<file path="config.mk">
export PLATFORM = sky130hd
export DESIGN_NAME = rbrr_ctrl
export DESIGN_NICKNAME = d
export VERILOG_FILES = /design/src/sv/assert_macros.svh /design/src/sv/rbrr_pkg.sv /design/src/sv/rbrr_ctrl.sv
export SDC_FILE = /design/constraint.sdc
export NUM_CORES = 1
export LEC_CHECK = 0
export ABC_AREA = 1
export BUFFER_PORTS_ARGS = -buffer_cell sky130_fd_sc_hd__buf_2
export CORE_AREA = 4 4 51 49
export CTS_BUF_LIST = sky130_fd_sc_hd__clkbuf_4
export CTS_CLUSTER_DIAMETER = 40
export DETAILED_ROUTE_END_ITERATION = 8
export DIE_AREA = 0 0 55 53
export PLACE_DENSITY = 0.52
export RECOVER_POWER = 50
export SLEW_MARGIN = 15
export SYNTH_ARGS = -nofsm -noshare
export SYNTH_HDL_FRONTEND = slang
export SYNTH_SLANG_ARGS = --single-unit
</file>
<file path="constraint.sdc">
create_clock -name clk -period 1.65 [get_ports clk]
set_clock_uncertainty 0.15 [all_clocks]
set_input_delay 0.0825 -clock clk [delete_from_list [all_inputs] [get_ports clk]]
set_output_delay 0.0825 -clock clk [all_outputs]
set_load 0.02 [all_outputs]
</file>
<file path="src/sv/assert_macros.svh">
// ---------------------------------------------------------------------------
// Assertion macros
// Shared concurrent assertion forms for the replay buffer modules.
// ---------------------------------------------------------------------------
`ifndef ASSERT_MACROS_SVH
`define ASSERT_MACROS_SVH

// The condition holds at every clock edge outside reset.
`define ASSERT_ALWAYS(lbl, clk, rst, cond, msg) \
  lbl: assert property (@(posedge clk) disable iff (rst) (cond)) else $error(msg);

// The consequent holds in the same cycle as the antecedent.
`define ASSERT_IMPLY(lbl, clk, rst, ante, cons, msg) \
  lbl: assert property (@(posedge clk) disable iff (rst) (ante) |-> (cons)) else $error(msg);

`endif

</file>
<file path="src/sv/rbrr_pkg.sv">
// ---------------------------------------------------------------------------
// Replay buffer package
// Field widths, codes and the controller/datapath interface types.
// ---------------------------------------------------------------------------
package rbrr_pkg;

  localparam int HANDLE_W   = 16;
  localparam int STATUS_W   = 2;
  localparam int CAP_W      = 11;
  localparam int BATCH_W    = 7;
  localparam int CFG_IDX_W  = 2;
  localparam int CFG_DATA_W = 32;
  localparam int LFSR_W     = 32;

  localparam logic [LFSR_W-1:0] LFSR_TAPS = 32'h8020_0003;
  localparam logic [LFSR_W-1:0] LFSR_ONE  = 32'd1;

  localparam logic [CAP_W-1:0]   CAP_RESET   = 11'd1024;
  localparam logic [BATCH_W-1:0] BATCH_RESET = 7'd32;

  localparam logic [CFG_IDX_W-1:0] REG_CAPACITY = 2'd0;
  localparam logic [CFG_IDX_W-1:0] REG_BATCH    = 2'd1;
  localparam logic [CFG_IDX_W-1:0] REG_SEED     = 2'd2;

  localparam logic REQ_INSERT = 1'b0;
  localparam logic REQ_SAMPLE = 1'b1;

  localparam logic [STATUS_W-1:0] ST_STORED  = 2'd0;
  localparam logic [STATUS_W-1:0] ST_EVICTED = 2'd1;
  localparam logic [STATUS_W-1:0] ST_SAMPLED = 2'd2;
  localparam logic [STATUS_W-1:0] ST_REFUSED = 2'd3;

  localparam logic RD_IDX  = 1'b0;
  localparam logic RD_SLOT = 1'b1;

  localparam logic [1:0] WR_APPEND    = 2'd0;
  localparam logic [1:0] WR_REPLACE   = 2'd1;
  localparam logic [1:0] WR_SWAP_IDX  = 2'd2;
  localparam logic [1:0] WR_SWAP_SLOT = 2'd3;

  typedef struct packed {
    logic                accept;
    logic                rng_start;
    logic                rng_insert;
    logic                rd_en;
    logic                rd_sel;
    logic                wr_en;
    logic [1:0]          wr_sel;
    logic                tmp_load;
    logic                count_inc;
    logic                idx_clr;
    logic                idx_inc;
    logic                out_load;
    logic [STATUS_W-1:0] out_status;
  } cmd_t;

  typedef struct packed {
    logic full;
    logic refuse;
    logic rng_done;
    logic out_free;
    logic last_idx;
  } stat_t;

endpackage

</file>
<file path="src/sv/rbrr_ctrl.sv">
// ---------------------------------------------------------------------------
// Replay buffer controller
// Sequences inserts, evictions, sample emission and the random swap pass.
// ---------------------------------------------------------------------------
module rbrr_ctrl (
  input  logic            clk,
  input  logic            rst,
  input  logic            s_tvalid,
  input  logic            s_tuser,
  output logic            s_tready,
  input  rbrr_pkg::stat_t stat,
  output rbrr_pkg::cmd_t  cmd
);

  import rbrr_pkg::*;

  localparam logic [3:0] S_IDLE     = 4'd0;
  localparam logic [3:0] S_INS_APP  = 4'd1;
  localparam logic [3:0] S_INS_WAIT = 4'd2;
  localparam logic [3:0] S_INS_RD   = 4'd3;
  localparam logic [3:0] S_INS_OUT  = 4'd4;
  localparam logic [3:0] S_REFUSE   = 4'd5;
  localparam logic [3:0] S_SMP_RD   = 4'd6;
  localparam logic [3:0] S_SMP_OUT  = 4'd7;
  localparam logic [3:0] S_SW_START = 4'd8;
  localparam logic [3:0] S_SW_WAIT  = 4'd9;
  localparam logic [3:0] S_SW_RDI   = 4'd10;
  localparam logic [3:0] S_SW_RDJ   = 4'd11;
  localparam logic [3:0] S_SW_WRI   = 4'd12;
  localparam logic [3:0] S_SW_WRJ   = 4'd13;

  logic [3:0] state;
  logic [3:0] state_next;

  always_ff @(posedge clk) begin
    if (rst) begin
      state <= S_IDLE;
    end else begin
      state <= state_next;
    end
  end

  always_comb begin
    cmd        = '0;
    state_next = state;
    s_tready   = 1'b0;
    unique case (state)
      S_IDLE: begin
        s_tready = 1'b1;
        if (s_tvalid) begin
          cmd.accept = 1'b1;
          if (s_tuser == REQ_INSERT) begin
            if (stat.full) begin
              cmd.rng_start  = 1'b1;
              cmd.rng_insert = 1'b1;
              state_next     = S_INS_WAIT;
            end else begin
              state_next = S_INS_APP;
            end
          end else if (stat.refuse) begin
            state_next = S_REFUSE;
          end else begin
            cmd.idx_clr = 1'b1;
            state_next  = S_SMP_RD;
          end
        end
      end
      S_INS_APP: begin
        if (stat.out_free) begin
          cmd.wr_en      = 1'b1;
          cmd.wr_sel     = WR_APPEND;
          cmd.count_inc  = 1'b1;
          cmd.out_load   = 1'b1;
          cmd.out_status = ST_STORED;
          state_next     = S_IDLE;
        end
      end
      S_INS_WAIT: begin
        if (stat.rng_done) begin
          state_next = S_INS_RD;
        end
      end
      S_INS_RD: begin
        cmd.rd_en  = 1'b1;
        cmd.rd_sel = RD_SLOT;
        state_next = S_INS_OUT;
      end
      S_INS_OUT: begin
        if (stat.out_free) begin
          cmd.out_load   = 1'b1;
          cmd.out_status = ST_EVICTED;
          cmd.wr_en      = 1'b1;
          cmd.wr_sel     = WR_REPLACE;
          state_next     = S_IDLE;
        end
      end
      S_REFUSE: begin
        if (stat.out_free) begin
          cmd.out_load   = 1'b1;
          cmd.out_status = ST_REFUSED;
          state_next     = S_IDLE;
        end
      end
      S_SMP_RD: begin
        cmd.rd_en  = 1'b1;
        cmd.rd_sel = RD_IDX;
        state_next = S_SMP_OUT;
      end
      S_SMP_OUT: begin
        if (stat.out_free) begin
          cmd.out_load   = 1'b1;
          cmd.out_status = ST_SAMPLED;
          if (stat.last_idx) begin
            cmd.idx_clr = 1'b1;
            state_next  = S_SW_START;
          end else begin
            cmd.idx_inc = 1'b1;
            state_next  = S_SMP_RD;
          end
        end
      end
      S_SW_START: begin
        cmd.rng_start = 1'b1;
        state_next    = S_SW_WAIT;
      end
      S_SW_WAIT: begin
        if (stat.rng_done) begin
          state_next = S_SW_RDI;
        end
      end
      S_SW_RDI: begin
        cmd.rd_en  = 1'b1;
        cmd.rd_sel = RD_IDX;
        state_next = S_SW_RDJ;
      end
      S_SW_RDJ: begin
        cmd.rd_en    = 1'b1;
        cmd.rd_sel   = RD_SLOT;
        cmd.tmp_load = 1'b1;
        state_next   = S_SW_WRI;
      end
      S_SW_WRI: begin
        cmd.wr_en  = 1'b1;
        cmd.wr_sel = WR_SWAP_IDX;
        state_next = S_SW_WRJ;
      end
      S_SW_WRJ: begin
        cmd.wr_en  = 1'b1;
        cmd.wr_sel = WR_SWAP_SLOT;
        if (stat.last_idx) begin
          state_next = S_IDLE;
        end else begin
          cmd.idx_inc = 1'b1;
          state_next  = S_SW_START;
        end
      end
      default: begin
        state_next = S_IDLE;
      end
    endcase
  end

endmodule

</file>
==> results of run 1 <==
## cell usage after synthesis
cell      instances  area, sq um
nand2_1          26         97.6
nand3_1          14         70.1
inv_1            12         45.0
inv_2             7         26.3
nor2_1            7         26.3
a21oi_1           6         30.0
nor2_4            5         56.3
dfxtp_1           4         80.1
buf_6             3         33.8
nor2_2            3         18.8
o21ai_0           3         15.0
nand4_1           2         12.5
o22ai_1           2         12.5
nand3_2           1         10.0
nor3_1            1         5.00
o211ai_1          1         7.51
o21a_1            1         7.51
or2_2             1         6.26
## cells by family (layout without fill, tap and decap cells)
logic type	Yosys count	count (layout)	share of synthesized area, %
DFF	4	4	14.3
buffers and inverters	22	55	18.7
and+or+nand+nor	60	60	54.0
AOI/OAI and AO/OA	13	13	12.9
## stage by stage
stage	setup WS, ns	cell area [sq um]	TNS, ns	util (%)
after floorplan	-0.00432	566	-0.00865	-
after global placement	0.165	721	0	35.6
after detailed placement	0.157	721	0	35.6
after CTS	0.0113	777	0	38.4
after global routing	-0.0540	817	-0.111	40.4
final	0.0393	817	0	40.4
## placed cells by master (no fill, tap or decap)
cell           instances
dlygate4sd3_1          1
dfxtp_2                1
inv_4                  1
or2_2                  1
o21a_1                 1
nand2_1               26
inv_1                 12
nand3_2                1
o21ai_0                2
inv_2                  6
nor2_4                 5
clkbuf_1               3
buf_4                  9
buf_6                  2
nand3_1               14
nor2_1                 7
nor2_2                 3
o21ai_1                1
a21oi_1                6
o211ai_1               1
dfxtp_4                3
o22ai_2                2
nand4_1                2
nor3_2                 1
clkbuf_4               3
buf_2                 18
## repair_timing
action,in CTS,in global routing
setup buffers,2,4
endpoints found under the setup margin,6,4
pin swaps,2,4
endpoints found under the hold margin,4,0
gates resized for setup,5,11
hold buffers,1,0
## worst min-delay path by stage
| stage | to | slack [ns] | depth (start not counted) |
|---|---|---|---|
| floorplan | state[0] | 0.002 | 1 |
| global placement | state[3] | 0.15 | 2 |
| detailed placement | state[1] | 0.14 | 2 |
| CTS | state[3] | 0.04 | 4 |
| global route | state[3] | 0.11 | 4 |
| finish | state[3] | 0.05 | 4 |
## worst register-to-register path, stage by stage, from the launching register on
cell,delay (ns)
dfxtp_4,0.40
nor2_4,0.06
buf_4,0.14
nand3_1,0.11
nand3_1,0.10
nor2_2,0.19
nand2_1,0.08
a21oi_1,0.12
## power groups by stage
stage / Sequential (mW) / Combinational [mW] / Clock, mW
final: 0.220 / 0.938 / 0.125
after global routing: 0.229 / 1.05 / 0.128
after CTS: 0.190 / 0.873 / 0.124
after detailed placement: 0.187 / 0.825 / 0
after global placement: 0.185 / 0.833 / 0
after floorplan: 0.137 / 0.684 / 0
## area by class of cell
type	count	area, sq um
fillers	224	1200
multi-input cells	73	393
repair buffers	33	201
flip-flops and latches	4	92.6
inverters	19	73.8
well taps	27	33.8
clock buffers	3	22.5
## per-layer routing
layer,vias to the layer above,wire [microns],track usage (%)
met5,-,0,0
li1,382,-,-
met3,0,137,1.13
met2,23,817,22.2
met1,321,747,16.6
met4,0,0,3.64
==> metrics.csv, run 1 <==
metric,value,unit
run status,"complete, no violations",
unrepaired setup endpoints after global routing,yes,
CTS tree,done,
std cell rows,16,
number of iterations in the first detailed-routing pass,4,
gr ovfl total,0,
detailed-route vias per instance,4.57,
initial antenna violation count,0,
CP Depth,8,
cell area power density,1570,mW/mm^2
fin nets,143,
setup violators final,0,
Crit path arrival time,1.38,ns
Ant. Diodes,0,
clock transition at the registers of the reported paths,0.04,ns
Final Power,1.28,mW
"Avg Cell Area, Syn",5.66,sq um
insertion delay to the later sink of the worst-skew pair,0.24,ns
routed wire length,1700,microns
top flop regs,state (4),
Internal,0.616,mW
r2r startpoint,state[2],
Placer Congestion,0.862,
antenna-violating nets left,0,
Post-Syn Area,561,sq um
Comb power frac,73.1,%
Clock H-tree levels,1,
Inserted Clock Buffers,3,
Seq cells post-synth,4,
DIE AREA,0.00292,sq mm
Hold Startpoint,stat[2],
synth unique cells,18,
Max Transition Viols Final,0,
"most used cell, CP",nor2_4,
vias in the first global route,679,
r2r worst-path depth,7,
CTS Buffer Depth,2,
Die Ht,53,microns
Crit Path Max Fanout,7,
Sw Ratio,52.0,%
largest net degree at the start of global routing,9,
Setup crit end kind,output pin,
Port Buffer Count,24,
normalized max-slew margin,82.3,%
# IOs,25,
crit path cell chain,nor2_4 -> inv_4 -> nor2_4 -> inv_2 -> nor2_4 -> inv_2 -> o22ai_2 -> buf_6,
CP Capture Point,cmd[13],
DRC violations left,0,
Clock Root Buffer,clkbuf_4,
Syn Inst Count,99,
CP Buf/Inv Count,4,
initial core utilization,27.7,%
worst setup path startpoint,state[0],
GRT Total Usage,12.9,%
Worst R2R Setup Slack,0.22,ns
critical path class,reg -> out,
Switching Power,0.666,mW
Synth warnings,0,
hold_ws,0.0467,ns
Clock Sinks,4,
layout cells sized above 1,42.4,%
"Hold Vio Cnt, Final",0,
fin crit share,97.6,%
Clock Power Share,9.7,%
drt wl/cell,10.7,microns
worst vdd ir,0.470,mV
dpl cells,150,
Peak Freq,0.621,GHz
DR iter-0 viols,11,
"non-filler cells, final",159,
CORE AREA,0.00202,sq mm
CP max-delay cell,dfxtp_4,
Seq pwr share,17.1,%
max reg flops,4,
Least-Margin Pin Slew,0.264,ns
Syn-to-layout area delta,45.8,%
Max Cap Viol,0,
vias,726,
"Seq/Total Area, Yosys",14.3,%
Hold Crit Class,in -> reg,
Critical R2R Capture,state[0],
Leak Pwr,0.463,nW
Worst path max stage delay,0.37,ns
Biggest register,state,
cell family with most CP delay,flip-flops,
first-pass GRT wire length,2830,microns
worst path required time,1.42,ns
Die Width,55,microns
Startpoint Class,flip-flop,
syn_nets,108,
dpl hpwl,1360,microns
shortest period the worst path allows,1.61,ns
(Power assumes the default switching activity.)
==> run 2, diff against run 1 <==
HOLD_SLACK_MARGIN = 0.15   (was default)
==> run 2 against run 1 <==
  * Via count grew 0.55%
  * Fmax hardly changed
  * Cell count up 0.63%
  * Largest power group unchanged
  * Critical endpoint unchanged
  * Sequential share of layout area shrank 0.14 points
  * Power grew 0.17%
  * Combinational power hardly changed
  * Critical path depth stayed put
  * Non-clock buffer count rose by 1
  * Wire length grew 0.35%
  * Utilization up 0.50 points
  * Register-to-register slack is essentially flat
==> metrics.csv, run 2 (synthesized netlist as in run 1, its figures left out) <==
metric,value,unit,change
dpl hpwl,1360,microns,unchanged
"Hold Vio Cnt, Final",0,,unchanged
Finished Core Util,40.9,%,was 40.4%
worst path required time,1.42,ns,about the same
Setup crit end kind,output pin,,unchanged
Reg area,92.6,sq um,unchanged
layout cells sized above 1,42.1,%,was 42.4%
GRT Total Usage,12.9,%,about the same
DR iter-0 viols,11,,unchanged
critical path class,reg -> out,,unchanged
# IOs,25,,unchanged
Crit Path Max Fanout,7,,unchanged
detailed-route vias per instance,4.56,,was 4.57
"most used cell, CP",nor2_4,,unchanged
Least-Margin Pin Slew,0.264,ns,about the same
shortest period the worst path allows,1.61,ns,about the same
crit path cell chain,nor2_4 -> inv_4 -> nor2_4 -> inv_2 -> nor2_4 -> inv_2 -> o22ai_2 -> buf_6,,unchanged
multi-input logic area,393,sq um,unchanged
setup violators final,0,,unchanged
number of iterations in the first detailed-routing pass,4,,unchanged
cell area power density,1550,mW/mm^2,was 1570 mW/mm^2
initial core utilization,27.7,%,unchanged
run status,"complete, no violations",,unchanged
std cell rows,16,,unchanged
antenna-violating nets left,0,,unchanged
DIE AREA,0.00292,sq mm,unchanged
Crit path arrival time,1.38,ns,about the same
"commonest non-fill, non-tap cell in the layout",nand2_1,,unchanged
Biggest register,state,,unchanged
clock transition at the registers of the reported paths,0.04,ns,about the same
initial antenna violation count,0,,unchanged
Final Power,1.28,mW,about the same
Peak Freq,0.621,GHz,about the same
DRC violations left,0,,unchanged
Startpoint Class,flip-flop,,unchanged
Clock Sinks,4,,unchanged
drt wl/cell,10.7,microns,about the same
vias,730,,was 726
FILL cells,223,,was 224
Placer Congestion,0.862,,unchanged
fin nets,144,,was 143
setup ws final,0.0393,ns,about the same
CTS Buffer Depth,2,,unchanged
Die Ht,53,microns,unchanged
dpl ws,0.157,ns,unchanged
Clock Root Buffer,clkbuf_4,,unchanged
dpl cells,150,,unchanged
Syn-to-layout area delta,47.5,%,was 45.8%
cell area after layout,827,sq um,was 817 sq um
Port Buffer Count,24,,unchanged
top flop regs,state (4),,unchanged
insertion delay to the later sink of the worst-skew pair,0.24,ns,about the same
worst vdd ir,0.470,mV,about the same
Leak Pwr,0.467,nW,was 0.463 nW
normalized max-slew margin,82.3,%,about the same
Worst path max stage delay,0.37,ns,about the same
first-pass GRT wire length,2840,microns,was 2830 microns
Hold Crit Class,in -> reg,,unchanged
vias in the first global route,682,,was 679
Clock H-tree levels,1,,unchanged
largest net degree at the start of global routing,9,,unchanged
"non-filler cells, final",160,,was 159
Die Width,55,microns,unchanged
max reg flops,4,,unchanged
Post-DP Area,721,sq um,unchanged
CP max-delay cell,dfxtp_4,,unchanged
Max Cap Viol,0,,unchanged
fin crit share,97.6,%,about the same
"commonest cells after routing, fill and taps aside","26 x nand2_1, 18 x buf_2, 14 x nand3_1",,unchanged
unrepaired setup endpoints after global routing,yes,,unchanged
CORE AREA,0.00202,sq mm,unchanged
Max Transition Viols Final,0,,unchanged
gr ovfl total,0,,unchanged
routed wire length,1710,microns,was 1700 microns
CTS tree,done,,unchanged
Inserted Clock Buffers,3,,unchanged
Ant. Diodes,0,,unchanged
run 2: changes by cell type in the layout (fill, tap and decap cells not counted):
| cell | delta |
|---|---|
| dlygate4sd3_1 | +1 |
run 2: path summary, 6_finish.rpt:
kind	slack, ns	from	cells past startpoint	to
max	0.04	state[0]	8	cmd[13]
min	0.17	stat[0]	5	state[3]
max reg2reg	0.21	state[2]	7	state[0]
min reg2reg	0.39	state[0]	2	state[0]
run 2: power by group:
| part | total [mW] | switching (mW) | internal, mW |
|---|---|---|---|
| registers | 0.220 | 0.0770 | 0.143 |
| clock network | 0.125 | 0.0433 | 0.0816 |
| logic | 0.940 | 0.547 | 0.393 |
| total | 1.28 | 0.667 | 0.618 |
run 2: worst max-delay path, delay by kind of cell (launching register included):
| family | cells | cell delay [ns] |
|---|---|---|
| AOI/OAI and AO/OA | 1 | 0.12 |
| and+or+nand+nor | 3 | 0.36 |
| DFF | 1 | 0.37 |
| buffers and inverters | 4 | 0.31 |
run 2: cell type report:
type                            count  share of cell area (%)
Inverter                           19                    8.93
Tap cell                           27                    4.08
Timing Repair Buffer               34                    25.6
Multi-Input combinational cell     73                    47.5
Clock buffer                        3                    2.72
Sequential cell                     4                    11.2
run 2: metal layers:
metal | track usage, % | vias to the layer above | wire length (microns)
li1 | - | 384 | -
met1 | 16.8 | 323 | 750
met2 | 22.2 | 23 | 822
met3 | 1.13 | 0 | 136
met4 | 3.64 | 0 | 0
met5 | 0 | - | 0
run 2: per-stage QoR:
| step | setup TNS, ns | hold WS, ns |
|---|---|---|
| floorplan | -0.00865 | 0.00157 |
| global placement | 0 | 0.146 |
| detailed placement | 0 | 0.141 |
| CTS | 0 | 0.182 |
| global route | -0.111 | 0.232 |
| finish | 0 | 0.168 |
run 2: timing repair:
action / CTS / global route
buffers inserted: 2 / 4
hold buffers: 2 / 0
endpoints found under the setup margin: 6 / 4
gates cloned: 0 / 0
pin swaps: 2 / 4
hold endpoints to repair: 4 / 0
gates resized for setup: 5 / 11
